File: config.mk
export PLATFORM = sky130hd
export DESIGN_NAME = frame_rate_meter
export DESIGN_NICKNAME = d
export VERILOG_FILES = /design/src/frm_pkg.sv /design/src/frm_div.sv /design/src/frame_rate_meter.sv
export SDC_FILE = /design/constraint.sdc
export NUM_CORES = 1
export LEC_CHECK = 0
export BUFFER_PORTS_ARGS = -buffer_cell sky130_fd_sc_hd__buf_4
export CAP_MARGIN = 20
export CORE_MARGIN = 2
export CORE_UTILIZATION = 50
export CTS_CLUSTER_DIAMETER = 80
export DETAILED_ROUTE_END_ITERATION = 12
export PLACE_DENSITY = 0.67
export SYNTH_ARGS = -nofsm -noshare
export SYNTH_HDL_FRONTEND = slang
export SYNTH_HIERARCHICAL = 1
export SYNTH_SLANG_ARGS = --single-unit
File: constraint.sdc
create_clock -name clock -period 11.8 [get_ports clock]
set_input_delay 2.36 -clock clock [delete_from_list [all_inputs] [get_ports clock]]
set_output_delay 2.36 -clock clock [all_outputs]
set_load 0.01 [all_outputs]
File: src/frm_pkg.sv
// shared types and constants of the frame rate meter
`default_nettype none

package frm_pkg;

   // field widths
   localparam int unsigned CMD_W    = 2;
   localparam int unsigned TS_W     = 32;
   localparam int unsigned RATE_W   = 16;
   localparam int unsigned TARGET_W = 10;
   localparam int unsigned TICK_W   = 16;
   localparam int unsigned CSR_IDX_W = 1;
   localparam int unsigned CSR_DATA_W = 16;
   localparam int unsigned REQ_DATA_W = 32;
   localparam int unsigned RSP_DATA_W = 80;

   // divisor width of the shared divider
   localparam int unsigned DIV_W = 32;

   // command codes
   localparam logic [CMD_W-1:0] CMD_START = 2'd0;
   localparam logic [CMD_W-1:0] CMD_FRAME = 2'd1;
   localparam logic [CMD_W-1:0] CMD_QUERY = 2'd2;

   // register indexes
   localparam logic [CSR_IDX_W-1:0] REG_TARGET_RATE = 1'd0;
   localparam logic [CSR_IDX_W-1:0] REG_TICK_RATE   = 1'd1;

   // register reset values
   localparam logic [TARGET_W-1:0] TARGET_RESET = 10'd60;
   localparam logic [TICK_W-1:0]   TICK_RESET   = 16'd1000;

   typedef struct packed {
      logic             start;
      logic [DIV_W-1:0] divisor;
   } div_ctl_type;

   typedef struct packed {
      logic busy;
      logic done;
   } div_stat_type;

endpackage

`default_nettype wire

File: src/frm_div.sv
// serial restoring divider, one quotient bit per cycle
`default_nettype none

module frm_div #(
   parameter int unsigned DIVIDEND_W = 20
) (
   input  wire logic                     clock,
   input  wire logic                     reset,
   input  wire frm_pkg::div_ctl_type     ctl,
   input  wire logic [DIVIDEND_W-1:0]    dividend,
   output frm_pkg::div_stat_type         stat,
   output logic [DIVIDEND_W-1:0]         quotient
);
   import frm_pkg::*;

   localparam int unsigned CNT_W = $clog2(DIVIDEND_W + 1);

   logic [DIVIDEND_W-1:0] qr_ff, qr_in;
   logic [DIV_W-1:0]      rem_ff, rem_in;
   logic [DIV_W-1:0]      dvs_ff, dvs_in;
   logic [CNT_W-1:0]      cnt_ff, cnt_in;
   logic                  busy_ff, busy_in;
   logic                  done_ff, done_in;

   logic [DIV_W:0] shifted;
   logic [DIV_W:0] diff;
   logic           take;

   always_comb begin
      shifted = {rem_ff, qr_ff[DIVIDEND_W-1]};
      diff    = shifted - {1'b0, dvs_ff};
      take    = ~diff[DIV_W];

      qr_in   = qr_ff;
      rem_in  = rem_ff;
      dvs_in  = dvs_ff;
      cnt_in  = cnt_ff;
      busy_in = busy_ff;
      done_in = 1'b0;

      if (ctl.start) begin
         qr_in   = dividend;
         rem_in  = '0;
         dvs_in  = ctl.divisor;
         cnt_in  = CNT_W'(DIVIDEND_W);
         busy_in = 1'b1;
      end else if (busy_ff) begin
         // shift in the next dividend bit, subtract when it fits
         rem_in = take ? diff[DIV_W-1:0] : shifted[DIV_W-1:0];
         qr_in  = {qr_ff[DIVIDEND_W-2:0], take};
         cnt_in = cnt_ff - CNT_W'(1);
         if (cnt_ff == CNT_W'(1)) begin
            busy_in = 1'b0;
            done_in = 1'b1;
         end
      end
   end

   always_ff @(posedge clock) begin
      if (reset) begin
         busy_ff <= 1'b0;
         done_ff <= 1'b0;
         cnt_ff  <= '0;
      end else begin
         busy_ff <= busy_in;
         done_ff <= done_in;
         cnt_ff  <= cnt_in;
      end
      qr_ff  <= qr_in;
      rem_ff <= rem_in;
      dvs_ff <= dvs_in;
   end

   assign stat.busy = busy_ff;
   assign stat.done = done_ff;
   assign quotient  = qr_ff;

endmodule

`default_nettype wire

File: src/frame_rate_meter.sv
// top level of the frame rate meter: sequencer, history memory and result register
`default_nettype none

// Frame rate meter. Each request carries a command in req_tuser and a
// free-running 32-bit tick timestamp in req_tdata, and produces exactly one
// response. A start command sets both frame times to the timestamp and clears
// the current rate; a new-frame command measures the ticks since the last
// frame, divides tick_rate by them (0 for a zero interval) and pushes that rate
// into a history of the last HISTORY_DEPTH rates whose integer mean is
// reported; a query (and the unused code 3) changes nothing. Every response
// also gives the ticks left until the next frame is due at target_rate,
// clamped at zero. All divisions run one after another on a single serial
// divider that yields one quotient bit per cycle over W = 16 +
// clog2(HISTORY_DEPTH) bits; a new-frame request runs up to three divisions
// (rate, interval, average), a start or query up to two, and req_tready stays
// low meanwhile. The response sits in an output register, so the next
// request is taken while it waits on rsp_tready. Registers must be written
// through csr_we / csr_index / csr_wdata only while no request is in flight;
// the block does not enforce this. A target rate of zero counts as one.

module frame_rate_meter #(
   parameter int unsigned HISTORY_DEPTH = 10
) (
   input  wire logic                              clock,
   input  wire logic                              reset,
   // request channel
   input  wire logic                              req_tvalid,
   output logic                                   req_tready,
   input  wire logic [frm_pkg::REQ_DATA_W-1:0]    req_tdata,  // [31:0] timestamp
   input  wire logic [frm_pkg::CMD_W-1:0]         req_tuser,  // [1:0] command
   // response channel
   output logic                                   rsp_tvalid,
   input  wire logic                              rsp_tready,
   // [15:0] current_rate, [31:16] average_rate, [63:32] elapsed_ticks,
   // [79:64] time_till_next
   output logic [frm_pkg::RSP_DATA_W-1:0]         rsp_tdata,
   // register write port
   input  wire logic                              csr_we,
   input  wire logic [frm_pkg::CSR_IDX_W-1:0]     csr_index,
   input  wire logic [frm_pkg::CSR_DATA_W-1:0]    csr_wdata
);
   import frm_pkg::*;

   // history sizing
   localparam int unsigned SUM_W = RATE_W + $clog2(HISTORY_DEPTH);
   localparam int unsigned CNT_W = $clog2(HISTORY_DEPTH + 1);
   localparam int unsigned PTR_W = (HISTORY_DEPTH > 1) ? $clog2(HISTORY_DEPTH) : 1;

   // sequencer states
   localparam logic [3:0] S_IDLE      = 4'd0;
   localparam logic [3:0] S_RATE_GO   = 4'd1;
   localparam logic [3:0] S_RATE_WAIT = 4'd2;
   localparam logic [3:0] S_HREAD     = 4'd3;
   localparam logic [3:0] S_HPUSH     = 4'd4;
   localparam logic [3:0] S_INTV_GO   = 4'd5;
   localparam logic [3:0] S_INTV_WAIT = 4'd6;
   localparam logic [3:0] S_AVG_GO    = 4'd7;
   localparam logic [3:0] S_AVG_WAIT  = 4'd8;
   localparam logic [3:0] S_DONE      = 4'd9;

   logic [3:0]          state_ff, state_in;
   logic [TARGET_W-1:0] target_ff, target_in;
   logic [TICK_W-1:0]   tick_ff, tick_in;
   logic [TS_W-1:0]     prev_ff, prev_in;
   logic [TS_W-1:0]     frame_ff, frame_in;
   logic [TS_W-1:0]     ts_ff, ts_in;
   logic [RATE_W-1:0]   latest_ff, latest_in;
   logic [CNT_W-1:0]    count_ff, count_in;
   logic [PTR_W-1:0]    ptr_ff, ptr_in;
   logic [SUM_W-1:0]    sum_ff, sum_in;
   logic [RATE_W-1:0]   interval_ff, interval_in;
   logic [RATE_W-1:0]   avg_ff, avg_in;
   logic [RATE_W-1:0]   hist_rd_ff;
   logic                rsp_valid_ff, rsp_valid_in;
   logic [RSP_DATA_W-1:0] rsp_data_ff, rsp_data_in;

   // rate history memory, written once per new frame
   logic [RATE_W-1:0] hist_mem [HISTORY_DEPTH];

   div_ctl_type       div_ctl;
   div_stat_type      div_stat;
   logic [SUM_W-1:0]  div_dividend;
   logic [SUM_W-1:0]  div_quotient;

   logic              req_accept;
   logic              out_free;
   logic              hist_full;
   logic [TS_W-1:0]   delta_now;
   logic [TS_W-1:0]   since;
   logic [RATE_W-1:0] left;
   logic [TS_W-1:0]   elapsed;

   assign req_tready = (state_ff == S_IDLE);
   assign req_accept = req_tvalid & req_tready;
   assign out_free   = ~rsp_valid_ff | rsp_tready;
   assign hist_full  = (count_ff >= CNT_W'(HISTORY_DEPTH));
   assign delta_now  = req_tdata[TS_W-1:0] - frame_ff;

   // ticks left until the next frame, clamped at zero
   assign since   = ts_ff - frame_ff;
   assign elapsed = frame_ff - prev_ff;
   assign left    = (since >= TS_W'(interval_ff)) ? '0 : (interval_ff - since[RATE_W-1:0]);

   // operand selection for the shared divider
   always_comb begin
      div_ctl.start   = 1'b0;
      div_ctl.divisor = DIV_W'(1);
      div_dividend    = SUM_W'(tick_ff);
      unique case (state_ff)
         S_RATE_GO: begin
            div_ctl.start   = 1'b1;
            div_ctl.divisor = elapsed;
         end
         S_INTV_GO: begin
            div_ctl.start   = 1'b1;
            div_ctl.divisor = (target_ff == '0) ? DIV_W'(1) : DIV_W'(target_ff);
         end
         S_AVG_GO: begin
            div_ctl.start   = (count_ff != '0);
            div_ctl.divisor = DIV_W'(count_ff);
            div_dividend    = sum_ff;
         end
         default: begin
            div_ctl.start = 1'b0;
         end
      endcase
   end

   frm_div #(
      .DIVIDEND_W (SUM_W)
   ) u_div (
      .clock    (clock),
      .reset    (reset),
      .ctl      (div_ctl),
      .dividend (div_dividend),
      .stat     (div_stat),
      .quotient (div_quotient)
   );

   // sequencer and state update
   always_comb begin
      state_in     = state_ff;
      target_in    = target_ff;
      tick_in      = tick_ff;
      prev_in      = prev_ff;
      frame_in     = frame_ff;
      ts_in        = ts_ff;
      latest_in    = latest_ff;
      count_in     = count_ff;
      ptr_in       = ptr_ff;
      sum_in       = sum_ff;
      interval_in  = interval_ff;
      avg_in       = avg_ff;
      rsp_valid_in = rsp_valid_ff & ~rsp_tready;
      rsp_data_in  = rsp_data_ff;

      // register writes, to be made only while idle; the block does not enforce it
      if (csr_we) begin
         unique case (csr_index)
            REG_TARGET_RATE: target_in = csr_wdata[TARGET_W-1:0];
            REG_TICK_RATE:   tick_in   = csr_wdata[TICK_W-1:0];
            default:         target_in = target_ff;
         endcase
      end

      unique case (state_ff)
         S_IDLE: begin
            if (req_accept) begin
               ts_in = req_tdata[TS_W-1:0];
               priority if (req_tuser == CMD_START) begin
                  prev_in   = req_tdata[TS_W-1:0];
                  frame_in  = req_tdata[TS_W-1:0];
                  latest_in = '0;
                  state_in  = S_INTV_GO;
               end else if (req_tuser == CMD_FRAME) begin
                  prev_in  = frame_ff;
                  frame_in = req_tdata[TS_W-1:0];
                  // a zero interval skips the division and records rate zero
                  if (delta_now == '0) begin
                     latest_in = '0;
                     state_in  = S_HREAD;
                  end else begin
                     state_in = S_RATE_GO;
                  end
               end else begin
                  // query and the unused code leave the state alone
                  state_in = S_INTV_GO;
               end
            end
         end
         S_RATE_GO: begin
            state_in = S_RATE_WAIT;
         end
         S_RATE_WAIT: begin
            if (div_stat.done) begin
               latest_in = div_quotient[RATE_W-1:0];
               state_in  = S_HREAD;
            end
         end
         S_HREAD: begin
            // memory read of the slot about to be replaced
            state_in = S_HPUSH;
         end
         S_HPUSH: begin
            if (hist_full) begin
               sum_in = sum_ff - SUM_W'(hist_rd_ff) + SUM_W'(latest_ff);
            end else begin
               sum_in   = sum_ff + SUM_W'(latest_ff);
               count_in = count_ff + CNT_W'(1);
            end
            ptr_in   = (ptr_ff == PTR_W'(HISTORY_DEPTH - 1)) ? '0 : ptr_ff + PTR_W'(1);
            state_in = S_INTV_GO;
         end
         S_INTV_GO: begin
            state_in = S_INTV_WAIT;
         end
         S_INTV_WAIT: begin
            if (div_stat.done) begin
               interval_in = div_quotient[RATE_W-1:0];
               state_in    = S_AVG_GO;
            end
         end
         S_AVG_GO: begin
            if (count_ff == '0) begin
               avg_in   = '0;
               state_in = S_DONE;
            end else begin
               state_in = S_AVG_WAIT;
            end
         end
         S_AVG_WAIT: begin
            if (div_stat.done) begin
               avg_in   = div_quotient[RATE_W-1:0];
               state_in = S_DONE;
            end
         end
         S_DONE: begin
            // wait here until the output register is free
            if (out_free) begin
               rsp_valid_in = 1'b1;
               rsp_data_in  = {left, elapsed, avg_ff, latest_ff};
               state_in     = S_IDLE;
            end
         end
         default: begin
            state_in = S_IDLE;
         end
      endcase
   end

   always_ff @(posedge clock) begin
      if (reset) begin
         state_ff     <= S_IDLE;
         target_ff    <= TARGET_RESET;
         tick_ff      <= TICK_RESET;
         prev_ff      <= '0;
         frame_ff     <= '0;
         latest_ff    <= '0;
         count_ff     <= '0;
         ptr_ff       <= '0;
         sum_ff       <= '0;
         rsp_valid_ff <= 1'b0;
      end else begin
         state_ff     <= state_in;
         target_ff    <= target_in;
         tick_ff      <= tick_in;
         prev_ff      <= prev_in;
         frame_ff     <= frame_in;
         latest_ff    <= latest_in;
         count_ff     <= count_in;
         ptr_ff       <= ptr_in;
         sum_ff       <= sum_in;
         rsp_valid_ff <= rsp_valid_in;
      end
      ts_ff       <= ts_in;
      interval_ff <= interval_in;
      avg_ff      <= avg_in;
      rsp_data_ff <= rsp_data_in;
   end

   // history memory: one write port, one registered read port
   always_ff @(posedge clock) begin
      if (state_ff == S_HPUSH) begin
         hist_mem[ptr_ff] <= latest_ff;
      end
      hist_rd_ff <= hist_mem[ptr_ff];
   end

   assign rsp_tvalid = rsp_valid_ff;
   assign rsp_tdata  = rsp_data_ff;

`ifndef SYNTHESIS
   // the history never holds more entries than it has slots
   a_count_bound: assert property (@(posedge clock) disable iff (reset)
      count_ff <= CNT_W'(HISTORY_DEPTH))
      else $error("history count beyond depth");

   // a new response only comes out of the final state
   a_rsp_from_done: assert property (@(posedge clock) disable iff (reset)
      (rsp_valid_ff && !$past(rsp_valid_ff)) |-> $past(state_ff == S_DONE))
      else $error("response raised outside final state");

   // the divider is never restarted while it is working
   a_div_no_restart: assert property (@(posedge clock) disable iff (reset)
      div_ctl.start |-> !div_stat.busy)
      else $error("divider started while busy");

   // a divider result arrives only while the sequencer waits for it
   a_div_done_wait: assert property (@(posedge clock) disable iff (reset)
      div_stat.done |-> (state_ff == S_RATE_WAIT || state_ff == S_INTV_WAIT ||
                         state_ff == S_AVG_WAIT))
      else $error("divider result with nobody waiting");
`endif

endmodule

`default_nettype wire

== After elaboration in Yosys (flattened, before gate mapping) ==
Memories as Yosys holds them, arrays and structs flattened. A register that Yosys moved wholly into a read port is not among the register bits.
Index checks and enable logic that the tools add are counted.

* $lt $le $gt $ge: 2
* Reductions and logical operators: 23
* Equal/unequal tests: 20
* Muxes and demuxes: 41
* Bitwise logic cells: 9
* $add $sub $neg: 11

{| class="wikitable"
|+ Operators by type and width
! operator !! count
|-
| $mux W32 || 5
|-
| $mux W16 || 6
|-
| $pmux W32 S3 || 1
|-
| $sub A32 B32 Y32 || 3
|-
| $mux W20 || 4
|-
| $pmux W16 S2 || 2
|-
| $add A20 B16 Y20 || 2
|-
| $pmux W4 S10 || 1
|-
| $sub A33 B32 Y33 || 1
|-
| $ge A32 B16 Y1 || 1
|-
| $logic_not A32 Y1 || 1
|-
| $mux W4 || 8
|-
| $sub A20 B16 Y20 || 1
|-
| $eq A4 B3 Y1 const B || 4
|-
| $sub A16 B16 Y16 || 1
|-
| $eq A4 B4 Y1 const B || 3
|-
| $reduce_and A2 Y1 || 6
|-
| $logic_not A10 Y1 || 1
|-
| $mux W10 || 1
|-
| $mux W5 || 2
|-
| $reduce_and A5 Y1 || 2
|-
| $mux W1 || 9
|-
| $add A4 B1 Y4 const B || 2
|-
| $eq A4 B2 Y1 const B || 2
|-
| 20 further kinds || 37
|}

* Output and inout bits: 82
* Register bits: 374
* Memories: 1
* Input port bits: 56
* RAM bits: 160
* Word-level logic and storage cells: 129

{| class="wikitable"
|+ Memory list
! memory !! depth !! width !! rd ports !! clocked after memory_dff !! wr ports !! line !! text
|-
| hist_mem || 10 || 16 || 1 || 1 || 1 || frame_rate_meter.sv:78 || <nowiki>logic [RATE_W-1:0] hist_mem [HISTORY_DEPTH];</nowiki>
|}

== Logic depth before layout (Yosys ltp) ==
Gate-level depths: netlist of the first run.

* Depth after elaboration: 7
* Depth in mapped cells: 27

== Modules after synthesis ==
The synthesis of the first run kept the hierarchy.

{| class="wikitable"
|+ Modules (own cells, without submodules)
! module !! seq. area each (µm²) !! area an instance (µm²) !! times used !! cells each
|-
| frame_rate_meter || 12231.7 || 25476.9 || 1 || 2461
|-
| frm_div || 2342.2 || 5412.7 || 1 || 571
|}

== Least setup slack after synthesis of the first run ==
OpenSTA, ideal clock, no wires.

* Kind: input port to flip-flop
* Start point: input rsp_tready
* End point: register rsp_data_ff[0], in the netlist rsp_tdata[0] (enable)
* Required time: 11272 ps
* Buffers on the path: 0
* Cell stages on the path: 2
* Library setup time: 528 ps
* Setup slack: 5228 ps
* Data arrival time: 6044 ps
* Cell sequence: nand2b_1 nor2b_1

* Cells in the longest elaborated chain, start to end: 2

{| class="wikitable"
|+ RTL lines
! what !! line !! text
|-
| from (decl) || frame_rate_meter.sv:33 || <nowiki>input wire logic rsp_tready,</nowiki>
|-
| $or A1 B1 Y1 || frame_rate_meter.sv:95 || <nowiki>assign out_free = ~rsp_valid_ff | rsp_tready;</nowiki>
|-
| $reduce_and A2 Y1 (no source line) || - ||
|-
| to (signal assigned) || frame_rate_meter.sv:278 || <nowiki>rsp_data_ff <= rsp_data_in;</nowiki>
|-
| to (decl) || frame_rate_meter.sv:75 || <nowiki>logic [RSP_DATA_W-1:0] rsp_data_ff, rsp_data_in;</nowiki>
|}

No other way between the ends.
A chain may end at the register's enable or synchronous reset.

== Worst setup path after layout of the first run ==
* Start point: register frame_ff[1]
* End point: register rsp_data_ff[79], in the netlist rsp_tdata[79] (data pin)

* Cells in the longest elaborated chain, start to end: 2
* Elaborated cells between the ends (all ways): 3
* Those cells by class: add/sub (2); order compare (1)

{| class="wikitable"
|+ RTL lines
! what !! line !! text
|-
| from (decl) || frame_rate_meter.sv:65 || <nowiki>logic [TS_W-1:0] frame_ff, frame_in;</nowiki>
|-
| from (signal assigned) || frame_rate_meter.sv:268 || <nowiki>frame_ff <= frame_in;</nowiki>
|-
| $sub A32 B32 Y32 (*) || frame_rate_meter.sv:100 || <nowiki>assign since = ts_ff - frame_ff;</nowiki>
|-
| $ge A32 B16 Y1 / $sub A16 B16 Y16 (equally long branches) || frame_rate_meter.sv:102 || <nowiki>assign left = (since >= TS_W'(interval_ff)) ? '0 : (interval_ff - since[RATE_W-1:0]);</nowiki>
|}

Every way passes the cells marked *; elsewhere a longest branch is shown, timed or not.

==> results.sh, run 1 <==
export IMPL_initialDrtViolationCount=1910
export IMPL_die_h_um=253
export IMPL_hold_buffers=0
export IMPL_finalClockSkew_ns=0.0662
export IMPL_wirelength_mm=83.9
export IMPL_core_area_mm2=0.0614
export IMPL_die_area_mm2=0.0638
export IMPL_path_common_cell="a21o_1"
export IMPL_fin_cells=3965
export IMPL_fmax_mhz=156
export IMPL_crit_path_start_kind="flip-flop"
export IMPL_crit_type="flip-flop to flip-flop"
export IMPL_post_place_cells=3850
export IMPL_antenna_found_initial=1
export IMPL_fp_dieW_um=253
export IMPL_grtUsageTotal_pct=26.0
export IMPL_hold_ws_ns=0.420
export IMPL_max_stage_delay_ns=0.62
export IMPL_finalMaxSlewViolations=0
export IMPL_worstMarginPinSlew_ns=1.11
export IMPL_io_pins=138
export IMPL_drv_cap=0
export IMPL_grt_overflow=0
export IMPL_dpl_worst_slack_ns=5.39
export IMPL_cts_root_buf="clkbuf_16"
export IMPL_clock_latency_ns=0.69
export IMPL_dp_hpwl_mm=60.6
export IMPL_end_kind="flip-flop"
export IMPL_cts_max_level=2
export IMPL_tns_ns=0
export IMPL_status="completed"
export IMPL_via_count=23600
export IMPL_layout_drive_gt1_share_pct=12.3
export IMPL_grt_pass1_wl_mm=130
export IMPL_dr_pass1_iters=5
export IMPL_initial_core_util_pct=50.3
export IMPL_path_delay_family="compound AO/OA/AOI/OAI gates"
export IMPL_crit_start="frame_ff[1]$_SDFFE_PP0P_"
export IMPL_grt_pass1_vias=22800
export IMPL_peakVddDrop_v=0.000156
export IMPL_syn_to_final_growth_pct=12.4
export IMPL_relSlewSlack_pct=25.1
export IMPL_nets=3400
export IMPL_via_per_inst=5.95
export IMPL_crit_fanout=16
export IMPL_post_route_util_pct=56.6
export IMPL_post_drt_wl_per_cell_um=21.2
export IMPL_route_detailed_drc=0
export IMPL_netlist_instances=3031
export IMPL_n_fill_cell=5230
export IMPL_critical_path_required_ns=12.24
export IMPL_grt_max_degree=70
export IMPL_rsz0062_at_grt="false"
export IMPL_cts_tree="done"
export IMPL_min_delay_start="avg_ff[9]$_SDFFCE_PP0P_"
export IMPL_setup_viol=0
export IMPL_synth_area_mm2=0.0309
export IMPL_synth_warnings=6
export IMPL_worst_path_buf_inv=1
export IMPL_diodes=0
export IMPL_power_density_mw_per_mm2=245
export IMPL_setup_slack_ns=5.38
export IMPL_post_route_period_util_pct=54.4
export IMPL_cts_sinks=550
export IMPL_cellLeakagePower_nw=13.3
export IMPL_clk_path_buf_depth=3
export IMPL_place_congestion=0.989
export IMPL_num_rows=91
export IMPL_crit_chain="inv_1 -> ha_1 -> nor2b_1 -> o31a_1 -> o41a_1 -> o21a_1 -> a21o_1 -> a21o_1 -> a21oi_1 -> xnor2_1 -> ha_1 -> a21o_1 -> a21o_1 -> a32o_1 -> a211oi_2 -> nand4_1 -> a311oi_1 -> o211ai_1 -> or4_1 -> nor4_2 -> nand4_2 -> nor3_1"
export IMPL_min_period_ns=6.42
export IMPL_synth_nets=3307
export IMPL_numCtsBuffers=60
export IMPL_timing_rr_start="frame_ff[1]$_SDFFE_PP0P_"
export IMPL_cts_resized=0
export IMPL_port_buffers=137
export IMPL_syn_avg_cell_area_um2=10.2
export IMPL_path_clk_slew_ns=0.06
export IMPL_ant_nets=0
export IMPL_crit_slowest_cell="nand4_2"
export IMPL_finalHoldViolations=0
export IMPL_arrival_ns=6.85
export IMPL_hold_class="flip-flop to flip-flop"
export IMPL_cts_setup_buffers=0
[state kept, by name (all words and copies together) (netlist names), 20 cells and up]
name            cells
ts_ff              32
sum_ff             20
frame_ff           32
rsp_tdata          80
hist_mem          160
u_div/quotient     20
u_div/dvs_ff       32
prev_ff            32
u_div/rem_ff       32
[metrics by stage]
stage	power, mW	instance area [um^2]
3_3_place_gp	6.46	32600
2_1_floorplan	5.52	30900
5_1_grt	9.03	34700
4_1_cts	8.51	34700
6_report	8.51	34700
3_5_place_dp	6.53	32600
[where the power goes]
group / switching (mW) / internal, mW
logic: 2.36 / 1.51
clock network: 0.827 / 1.11
registers: 0.237 / 2.46
[path summary, 6_finish.rpt]
| kind | slack (ns) | endpoint | depth (start not counted) |
|---|---|---|---|
| max | 5.38 | rsp_tdata[79]$_SDFFCE_PP0P_ | 22 |
| min | 0.42 | rsp_tdata[25]$_DFFE_PP_ | 0 |
| max reg2reg | 5.38 | rsp_tdata[79]$_SDFFCE_PP0P_ | 22 |
| min reg2reg | 0.42 | rsp_tdata[25]$_DFFE_PP_ | 0 |
[cells in the final DEF, fill, tap and decap left out, drive strengths merged, types with 10 or more instances in the layout]
cell	instances
clkinv	23
o21bai	24
nor3	51
o211ai	16
o21ai	143
fa	21
nand4	20
and2	46
o21a	28
buf	162
nand3	40
a31oi	23
mux4	32
inv	259
or3	16
dfxtp	194
and3	16
a211oi	59
nor2b	53
ha	199
nor3b	11
mux2	23
nor2	208
nand2b	37
xnor2	83
mux2i	33
edfxtp	356
nand2	339
nor4	10
a22o	23
a21o	71
a311oi	64
a21oi	224
clkbuf	71
xor2	47
[layer usage]
metal  share of wire [%]  vias up  global-route usage [%]
met5                   0        -                       0
met4                 2.8        0                    7.83
met3                 5.7      131                    3.34
met2                  47      746                    42.4
met1                  45    11500                    36.3
li1                    -    11200                       -
[cell type report]
class                   instances  area (um^2)  share of cell area, %
multi-input cells            2097        14900                   43.0
repair buffers                162         1220                   3.51
clock inverters                42          499                   1.44
clock buffers                  71         1560                   4.50
flip-flops and latches        550        14600                   42.0
inverters                     253          950                   2.74
well taps                     790          988                   2.85
No activity file was read; power rests on OpenSTA's default activity.
==> inputs of run 2 (changes only) <==
==> constraint.sdc (replaced) <==
create_clock -name clock -period 6.3 [get_ports clock]
set_input_delay 1.26 -clock clock [delete_from_list [all_inputs] [get_ports clock]]
set_output_delay 1.26 -clock clock [all_outputs]
set_load 0.01 [all_outputs]
==> results.sh, run 2 (same netlist as run 1, synthesis figures left out) <==
export IMPL_layout_drive_gt1_share_pct=12.5
export IMPL_grt_overflow=0
export IMPL_die_area_mm2=0.0638
export IMPL_dr_pass1_iters=7
export IMPL_fp_dieW_um=253
export IMPL_cts_max_level=2
export IMPL_dp_hpwl_mm=60.0
export IMPL_clock_power_share_pct=23.2
export IMPL_p_switching_mw=6.29
export IMPL_path_clk_slew_ns=0.06
export IMPL_min_period_ns=5.94
export IMPL_setup_viol=0
export IMPL_num_rows=91
export IMPL_via_per_inst=5.96
export IMPL_r2r_end="rsp_tdata[66]$_SDFFCE_PP0P_"
export IMPL_worstMarginPinSlew_ns=1.16
export IMPL_relSlewSlack_pct=20.9
export IMPL_largest_reg_flops=160
export IMPL_route_detailed_drc=0
export IMPL_rrSetupSlack_ns=0.36
export IMPL_crit_type="flip-flop to flip-flop"
export IMPL_syn_to_final_growth_pct=12.9
export IMPL_nets=3405
export IMPL_wirelength_mm=83.6
export IMPL_path_common_cell="a21o_1"
export IMPL_crit_path_start_kind="flip-flop"
export IMPL_crit_slowest_cell="or4_1"
export IMPL_max_stage_delay_ns=0.54
export IMPL_die_h_um=253
export IMPL_initialDrtViolationCount=2139
export IMPL_timing_rr_start="ts_ff[1]$_DFFE_PP_"
export IMPL_grt_max_degree=97
export IMPL_largest_register="hist_mem"
export IMPL_finalClockSkew_ns=0.0658
export IMPL_grt_pass1_wl_mm=129
export IMPL_cellLeakagePower_nw=13.4
export IMPL_initial_core_util_pct=50.3
export IMPL_ff2ff_path_depth=22
export IMPL_clock_latency_ns=0.67
export IMPL_status="completed"
export IMPL_numCtsBuffers=60
export IMPL_hold_class="flip-flop to flip-flop"
export IMPL_cts_tree="done"
export IMPL_io_pins=138
export IMPL_drv_cap=0
export IMPL_final_common_cell="edfxtp_1"
export IMPL_end_kind="flip-flop"
export IMPL_peakVddDrop_v=0.000348
export IMPL_finalHoldViolations=0
export IMPL_arrival_ns=6.45
export IMPL_critPathCapture="rsp_tdata[66]$_SDFFCE_PP0P_"
export IMPL_internal_power_mw=9.58
export IMPL_fmax_mhz=168
export IMPL_hold_ws_ns=0.419
export IMPL_post_drt_wl_per_cell_um=21.1
export IMPL_crit_start="ts_ff[1]$_DFFE_PP_"
export IMPL_ant_nets=0
export IMPL_finalMaxSlewViolations=0
export IMPL_grt_pass1_vias=22800
export IMPL_port_buffers=137
export IMPL_critical_path_required_ns=6.82
export IMPL_crit_fanout=9
export IMPL_post_route_period_util_pct=94.2
export IMPL_power_frac_comb_pct=44.8
export IMPL_post_route_util_pct=56.8
export IMPL_power_density_mw_per_mm2=455
export IMPL_clk_path_buf_depth=3
export IMPL_crit_chain="ha_1 -> nor2b_1 -> o31a_1 -> o41a_1 -> o21a_1 -> a21o_1 -> a21o_1 -> a21oi_1 -> xnor2_1 -> ha_1 -> a21o_1 -> a21o_1 -> a32o_1 -> a211oi_2 -> nand4_1 -> a311oi_1 -> o211ai_1 -> or4_1 -> nor4_2 -> nand4_4 -> buf_4 -> nor2_1"
export IMPL_cts_root_buf="clkbuf_16"
export IMPL_swShare_pct=39.7
export IMPL_pwr_share_seq_pct=32.0
export IMPL_antenna_found_initial=1
export IMPL_via_count=23700
export IMPL_core_area_mm2=0.0614
export IMPL_grtUsageTotal_pct=25.8
export IMPL_cts_sinks=550
export IMPL_place_congestion=0.944
export IMPL_final_cell_mix="edfxtp_1, nand2_1, inv_1, a21oi_1, ha_1"
-- run 2: cell count changes in the layout (fill, tap and decap cells not counted), sizes merged --
cell,change
buf,+5
bufinv,+1
clkbuf,+1
clkinvlp,+3
diode,+1
inv,-4
-- run 2: per-layer routing --
layer / global-route usage [%] / vias up / wire (um)
met5: 0 / - / 0
met2: 41.9 / 734 / 38900
met3: 3.53 / 135 / 5150
li1: - / 11200 / -
met4: 7.05 / 0 / 2130
met1: 36.3 / 11600 / 37400
-- run 2: layout make-up --
cell class	count	area, um^2
timing repair buffer	167	1330
multi-input combinational	2097	14900
sequential	550	14600
fill	5214	26500
tap	790	988
clock inverter	42	510
inverter	253	950
clock buffer	72	1580
antenna	1	2.50
-- run 2: repair_timing --
action	CTS	global route
gates resized for setup	0	1
buffers inserted	0	0
hold buffers	0	0
setup endpoints to repair	0	11
-- run 2: power groups by stage --
stage	logic (mW)	clock network (mW)	registers (mW)
6_report	7.11	3.68	5.08
2_1_floorplan	5.47	0	4.88
3_5_place_dp	6.96	0	5.16
5_1_grt	7.84	3.87	5.15
4_1_cts	7.02	3.74	5.09
3_3_place_gp	6.80	0	5.14
-- run 2: worst min path at each step --
| stage | start | depth (start not counted) | endpoint | slack (ns) |
|---|---|---|---|---|
| floorplan | avg_ff[0]$_SDFFCE_PP0P_ | 0 | rsp_tdata[16]$_DFFE_PP_ | 0.40 |
| global placement | avg_ff[8]$_SDFFCE_PP0P_ | 0 | rsp_tdata[24]$_DFFE_PP_ | 0.41 |
| detailed placement | avg_ff[9]$_SDFFCE_PP0P_ | 0 | rsp_tdata[25]$_DFFE_PP_ | 0.41 |
| CTS | avg_ff[9]$_SDFFCE_PP0P_ | 0 | rsp_tdata[25]$_DFFE_PP_ | 0.42 |
| global route | avg_ff[15]$_SDFFCE_PP0P_ | 0 | rsp_tdata[31]$_DFFE_PP_ | 0.43 |
| finish | avg_ff[0]$_SDFFCE_PP0P_ | 0 | rsp_tdata[16]$_DFFE_PP_ | 0.42 |
-- run 2: per-stage QoR --
step | power, mW | TNS, ns | area [um^2] | setup WS [ns] | std cells
final | 15.9 | 0 | 34900 | 0.364 | 3972
after global routing | 16.9 | -0.0177 | 34900 | -0.0177 | 3971
after CTS | 15.8 | 0 | 34700 | 0.335 | 3965
after detailed placement | 12.1 | 0 | 32600 | 0.394 | 3851
after global placement | 11.9 | 0 | 32600 | 0.629 | 3851
after floorplan | 10.3 | 0 | 30900 | 0.828 | 3031
-- run 2: worst max-delay path: cells and delay by family, from the launching register on --
kind / cells / cell delay (ns)
simple gates: 6 / 1.58
flops: 1 / 0.42
fa+ha+maj: 2 / 0.61
compound gates: 12 / 2.71
buf+inv: 1 / 0.28
xor+xnor: 1 / 0.16
